==> src/rtl/bis_pkg.sv <==
// Types and constants of the bilinear image scaler.
`timescale 1ns / 1ps
package bis_pkg;

    localparam int COORD_W = 12;
    localparam int STEP_W  = 24;
    localparam int SIZE_W  = 9;
    localparam int IDX_W   = 16;
    localparam int CFG_IDX_W  = 2;
    localparam int CFG_DATA_W = 24;

    localparam logic OP_WRITE  = 1'b0;
    localparam logic OP_INTERP = 1'b1;

    localparam logic [CFG_IDX_W-1:0] CFG_SRC_WIDTH  = 2'd0;
    localparam logic [CFG_IDX_W-1:0] CFG_SRC_HEIGHT = 2'd1;
    localparam logic [CFG_IDX_W-1:0] CFG_X_STEP     = 2'd2;
    localparam logic [CFG_IDX_W-1:0] CFG_Y_STEP     = 2'd3;

    localparam logic [SIZE_W-1:0] RST_SRC_WIDTH  = 9'd256;
    localparam logic [SIZE_W-1:0] RST_SRC_HEIGHT = 9'd256;
    localparam logic [STEP_W-1:0] RST_STEP       = 24'd65536;

    typedef logic [31:0] t_pixel;

    typedef struct packed {
        logic               opcode;
        logic [IDX_W-1:0]   pixel_index;
        logic [7:0]         in_blue;
        logic [7:0]         in_green;
        logic [7:0]         in_red;
        logic [7:0]         in_alpha;
        logic [COORD_W-1:0] dest_col;
        logic [COORD_W-1:0] dest_row;
    } t_in_item;

    typedef struct packed {
        logic [7:0] out_blue;
        logic [7:0] out_green;
        logic [7:0] out_red;
        logic [7:0] out_alpha;
    } t_out_item;

endpackage

==> src/rtl/bis_addr.sv <==
// Source position, edge clamping and neighbor addresses (three stages).
`timescale 1ns / 1ps
module bis_addr #(
    parameter int MAX_WIDTH  = 256,
    parameter int MAX_HEIGHT = 256,
    parameter int FRAC_BITS  = 16
) (
    input  logic                              i_clk,
    input  logic                              i_en,
    input  logic [bis_pkg::COORD_W-1:0]       i_col,
    input  logic [bis_pkg::COORD_W-1:0]       i_row,
    input  logic [bis_pkg::SIZE_W-1:0]        i_src_width,
    input  logic [bis_pkg::SIZE_W-1:0]        i_src_height,
    input  logic [bis_pkg::STEP_W-1:0]        i_x_step,
    input  logic [bis_pkg::STEP_W-1:0]        i_y_step,
    output logic [$clog2(MAX_WIDTH*MAX_HEIGHT)-1:0] o_addr_tl,
    output logic [$clog2(MAX_WIDTH*MAX_HEIGHT)-1:0] o_addr_tr,
    output logic [$clog2(MAX_WIDTH*MAX_HEIGHT)-1:0] o_addr_bl,
    output logic [$clog2(MAX_WIDTH*MAX_HEIGHT)-1:0] o_addr_br,
    output logic [FRAC_BITS-1:0]              o_fx,
    output logic [FRAC_BITS-1:0]              o_fy
);

    localparam int AW  = $clog2(MAX_WIDTH*MAX_HEIGHT);
    localparam int PW  = bis_pkg::COORD_W + bis_pkg::STEP_W;
    localparam int IW  = PW - FRAC_BITS;
    localparam int CW  = $clog2(MAX_WIDTH);
    localparam int RH  = $clog2(MAX_HEIGHT);
    localparam int SW  = $clog2(MAX_WIDTH+1);
    localparam int PRW = RH + SW;

    logic [IW-1:0] w_ext, h_ext, w_eff, h_eff;
    logic [IW-1:0] xi, yi, bxf, byf, nxf, nyf;
    logic [PW-1:0] r_xpos, r_ypos;
    logic [CW-1:0] r_bx, r_nx;
    logic [RH-1:0] r_by, r_ny;
    logic [FRAC_BITS-1:0] r_fx2, r_fy2, r_fx3, r_fy3;
    logic [AW-1:0] r_tl, r_tr, r_bl, r_br;
    logic [PRW-1:0] w_s, row0, row1;

    // Effective size: zero acts as one, oversize clamps to the store.
    always_comb begin
        w_ext = IW'(i_src_width);
        h_ext = IW'(i_src_height);
        if (w_ext == '0) begin
            w_eff = IW'(1);
        end else if (w_ext > IW'(MAX_WIDTH)) begin
            w_eff = IW'(MAX_WIDTH);
        end else begin
            w_eff = w_ext;
        end
        if (h_ext == '0) begin
            h_eff = IW'(1);
        end else if (h_ext > IW'(MAX_HEIGHT)) begin
            h_eff = IW'(MAX_HEIGHT);
        end else begin
            h_eff = h_ext;
        end
    end

    always_comb begin
        xi  = r_xpos[PW-1:FRAC_BITS];
        yi  = r_ypos[PW-1:FRAC_BITS];
        bxf = (xi >= w_eff) ? (w_eff - IW'(1)) : xi;
        byf = (yi >= h_eff) ? (h_eff - IW'(1)) : yi;
        nxf = ((bxf + IW'(1)) < w_eff) ? (bxf + IW'(1)) : bxf;
        nyf = ((byf + IW'(1)) < h_eff) ? (byf + IW'(1)) : byf;
        w_s  = PRW'(w_eff);
        row0 = PRW'(r_by) * w_s;
        row1 = PRW'(r_ny) * w_s;
    end

    always_ff @(posedge i_clk) begin
        if (i_en) begin
            r_xpos <= PW'(i_col) * PW'(i_x_step);
            r_ypos <= PW'(i_row) * PW'(i_y_step);
            r_bx   <= CW'(bxf);
            r_nx   <= CW'(nxf);
            r_by   <= RH'(byf);
            r_ny   <= RH'(nyf);
            r_fx2  <= r_xpos[FRAC_BITS-1:0];
            r_fy2  <= r_ypos[FRAC_BITS-1:0];
            r_tl   <= AW'(row0 + PRW'(r_bx));
            r_tr   <= AW'(row0 + PRW'(r_nx));
            r_bl   <= AW'(row1 + PRW'(r_bx));
            r_br   <= AW'(row1 + PRW'(r_nx));
            r_fx3  <= r_fx2;
            r_fy3  <= r_fy2;
        end
    end

    assign o_addr_tl = r_tl;
    assign o_addr_tr = r_tr;
    assign o_addr_bl = r_bl;
    assign o_addr_br = r_br;
    assign o_fx = r_fx3;
    assign o_fy = r_fy3;

endmodule

==> config.mk <==
export PLATFORM = sky130hd
export DESIGN_NAME = bis_addr
export DESIGN_NICKNAME = d
export VERILOG_FILES = /design/src/rtl/bis_pkg.sv /design/src/rtl/bis_addr.sv
export SDC_FILE = /design/constraint.sdc
export NUM_CORES = 2
export LEC_CHECK = 0
export BUFFER_PORTS_ARGS = -buffer_cell sky130_fd_sc_hd__buf_2
export CAP_MARGIN = 15
export CORE_MARGIN = 2
export CORE_UTILIZATION = 35
export CTS_BUF_LIST = sky130_fd_sc_hd__clkbuf_2
export DETAILED_ROUTE_END_ITERATION = 12
export PLACE_DENSITY = 0.51
export RECOVER_POWER = 25
export SLEW_MARGIN = 20
export SYNTH_ARGS = -nofsm -noshare
export SYNTH_HDL_FRONTEND = slang
export SYNTH_SLANG_ARGS = --single-unit
export TNS_END_PERCENT = 20
==> constraint.sdc <==
create_clock -name i_clk -period 8.2 [get_ports i_clk]
set_input_delay 1.64 -clock i_clk [delete_from_list [all_inputs] [get_ports i_clk]]
set_output_delay 1.64 -clock i_clk [all_outputs]
set_load 0.03 [all_outputs]
==> impl_metrics.tcl <==
set metrics [dict create \
    outcome "complete, but fails checks" \
    failed_checks "max-capacitance violations, max-slew violations" \
    row_count 112 \
    routedWlPerCell_microns 16.5 \
    layout_min_cycle_time_ns 7.00 \
    clock_path_buffers 3 \
    vias_per_cell 4.76 \
    ant_nets 0 \
    clock-skew-final_ns 0.171 \
    worst_ep_arrival_time_ns 7.78 \
    ctsHtreeMaxLevel 3 \
    clk_transition_reported_paths_ns 0.10 \
    synth.cells.most_frequent "sky130_fd_sc_hd__inv_1 (559), sky130_fd_sc_hd__fa_1 (526), sky130_fd_sc_hd__nand2_1 (478)" \
    root_buffer "sky130_fd_sc_hd__clkbuf_2" \
    final_setup_tns_ns 0 \
    syn_area_sq_mm 0.0327 \
    finalHoldViolCount 0 \
    maxCapViolations 1 \
    postSynth.asyncResetShare_pct 0 \
    vdd.ir_drop.worst_mv 0.305 \
    fin_crit_sh_pct 85.3 \
    power.leakage_uw 0.0169 \
    synth-warning-count 0 \
    critical_path_required_ns 8.98 \
    synth.net_count 4214 \
    cts_bufs_inserted 66 \
    synth_top_area_share_pct 32.2 \
    worstMarginPinSlew_ns 4.32 \
    dieHeight_microns 310 \
    unrepaired_setup_endpoints_after_global_routing "false" \
    synth_seq_cells 232 \
    synth_flop_cell "sky130_fd_sc_hd__edfxtp_1" \
    post-synth-top-count-cell "sky130_fd_sc_hd__inv_1" \
    largest_net_degree_at_the_start_of_global_routing 153 \
    hp-class "reg -> reg" \
    biggest_area_consumer_among_synthesized_cells "sky130_fd_sc_hd__fa_1" \
    placeable_core_region_sq_mm 0.0929 \
    worst_setup_path_start_kind "input port" \
    globalRoute.busiestLayer "met2" \
    post_cts_hold_buffer_count 0 \
    setup_bufs_post_cts 0 \
    drt_iter0_drcs 1241 \
    maxSlewHeadroom_pct -188 \
    number_of_global_route_vias_before_repair 24122 \
    initial_utilization_pct 35.2 \
    layout.filler_cells 9470 \
    grt_pass1_wl_mm 130 \
    synth-seq-area-share_pct 21.3 \
    route.detailed.drc 0 \
    place_congestion 0.861 \
    area_growth_pct 9.58 \
    globalRouteTotalUtil_pct 17.1 \
    layout_cell_share_with_drive_strength_beyond_1_pct 9.95 \
    grt_util_met2_pct 28.7 \
    drt_pass1_iterations 7 \
    fp.dieArea_sq_mm 0.0959 \
    synthesis.instances 3306 \
    die_width_microns 310 \
    grt_remaining_overflow 0 \
    clock_tree_from_tritoncts "done" \
    grt_antenna_before_repair 11 \
    netlist-cell-type-count 70 \
    cts_resized 0 \
    synth_area_per_inst_sq_um 9.89 \
    ioPinCount 188 \
    synth_enable_flop_cells 232 \
    io_buffer_count 187 \
    clkLatencyLatePin_ns 1.03 \
    timing.critical_path.to_type "register" \
    dp_hpwl_mm 63.3 \
    grtUsageMet1_pct 23.4 \
    post-route-util_pct 38.6 \
    worstPathMaxFanout 24 \
    groute.layer.met3.usage_pct 2.48 \
    worst-setup-path-type "in -> reg" \
    timing.fmax_mhz 143 \
    clock_sink_count 232 \
    ys_top_cells_by_area "sky130_fd_sc_hd__fa_1 (32%), sky130_fd_sc_hd__edfxtp_1 (21%), sky130_fd_sc_hd__ha_1 (11%), sky130_fd_sc_hd__inv_1 (6.4%), sky130_fd_sc_hd__and2_1 (5.6%)" \
    num-nets-final 4393 \
    detailroute.via_count 22761 \
    setup_viol 0 \
    final_max_slew_viol_count 81 \
    power-per-cell-area_mw_per_mm2 366 \
    totalWireLength_mm 78.9 \
]
metal layers:
metal | share of wire [%] | vias up
li1 | - | 10879
met1 | 46 | 11351
met2 | 47 | 421
met3 | 4.6 | 96
met4 | 1.6 | 14
met5 | 0.12 | -
per-stage QoR:
step | setup slack (ns) | hold WS [ns] | total power [uW] | instance area, sq um | std cells
2_1_floorplan | 0.801 | 0.400 | 9800 | 32700 | 3306
3_3_place_gp | 0.605 | 0.401 | 12200 | 35100 | 4671
3_5_place_dp | 0.481 | 0.405 | 12200 | 35100 | 4671
4_1_cts | 1.52 | 0.299 | 13300 | 35800 | 4782
5_1_grt | 0.813 | 0.336 | 14700 | 35800 | 4783
6_report | 1.20 | 0.309 | 13100 | 35800 | 4785
kinds of logic after synthesis:
| family | share of synthesized area, % |
|---|---|
| buffers and inverters | 7.84 |
| flip-flops | 21.3 |
| multiplexers | 0.673 |
| AO/OA/AOI/OAI | 6.80 |
| adder cells (fa/ha/maj) | 43.3 |
| AND/OR/NAND/NOR | 15.6 |
| XOR/XNOR | 4.45 |
worst max-delay path: stages:
cell	delay, ns
sky130_fd_sc_hd__clkbuf_1	0.87
sky130_fd_sc_hd__nand2_1	0.22
sky130_fd_sc_hd__fa_1	0.60
sky130_fd_sc_hd__inv_1	0.05
sky130_fd_sc_hd__fa_1	0.50
sky130_fd_sc_hd__inv_1	0.05
sky130_fd_sc_hd__fa_1	0.49
sky130_fd_sc_hd__fa_1	0.51
sky130_fd_sc_hd__inv_1	0.05
sky130_fd_sc_hd__ha_1	0.35
sky130_fd_sc_hd__a21o_1	0.21
sky130_fd_sc_hd__a211o_1	0.31
sky130_fd_sc_hd__o21ai_1	0.31
sky130_fd_sc_hd__nand2_1	0.14
sky130_fd_sc_hd__and3_4	0.21
sky130_fd_sc_hd__o41a_1	0.41
sky130_fd_sc_hd__a221o_1	0.35
sky130_fd_sc_hd__or4_1	0.40
sky130_fd_sc_hd__nand3_1	0.11
final timing paths:
| path | cells past startpoint | from | slack (ns) | to |
|---|---|---|---|---|
| setup / recovery | 19 | i_row[0] | 1.20 | r_ypos[35] |
| hold / removal | 0 | r_xpos[5] | 0.31 | r_fx2[5] |
| setup reg to reg | 22 | r_xpos[21] | 2.56 | r_nx[7] |
| hold reg to reg | 0 | r_xpos[5] | 0.31 | r_fx2[5] |
registers in the layout, indices dropped and copies added (netlist names), 16 cells and up:
name and flops:
r_fx2 16, o_addr_br 16, r_ypos 36, r_xpos 36, o_fy 16, o_addr_bl 16, o_fx 16, r_fy2 16
o_addr_tl 16, o_addr_tr 16
layout make-up:
type	count	area, sq um	share of cell area, %
Timing Repair Buffer	232	1280	3.58
Multi-Input combinational cell	2392	23200	64.7
Sequential cell	232	6970	19.4
Antenna cell	3	7.51	0.0209
Clock buffer	85	425	1.19
Inverter	561	2110	5.88
Clock inverter	26	304	0.848
Tap cell	1254	1570	4.38
layout by cell type, fill, tap and decap left out, types with 19 or more instances in the layout:
cell type and instances:
sky130_fd_sc_hd__a21oi_1 112, sky130_fd_sc_hd__edfxtp_1 232, sky130_fd_sc_hd__ha_1 290, sky130_fd_sc_hd__a21o_1 53, sky130_fd_sc_hd__nand2b_1 20, sky130_fd_sc_hd__clkbuf_2 85
sky130_fd_sc_hd__xor2_1 46, sky130_fd_sc_hd__and3_1 30, sky130_fd_sc_hd__buf_2 184, sky130_fd_sc_hd__nand3_1 35, sky130_fd_sc_hd__and2_1 291, sky130_fd_sc_hd__nor2b_1 26
sky130_fd_sc_hd__buf_4 44, sky130_fd_sc_hd__inv_1 559, sky130_fd_sc_hd__nor2_1 84, sky130_fd_sc_hd__fa_1 526, sky130_fd_sc_hd__nand2_1 478, sky130_fd_sc_hd__o21bai_1 19
sky130_fd_sc_hd__o21ai_0 39, sky130_fd_sc_hd__xnor2_1 120
report_power, final:
part / switching (uW) / total, uW / internal [uW]
Combinational: 5540 / 9630 / 4090
Sequential: 178 / 2440 / 2260
Clock: 522 / 1030 / 512
Total: 6240 / 13100 / 6860
(Power assumes the default switching activity.)
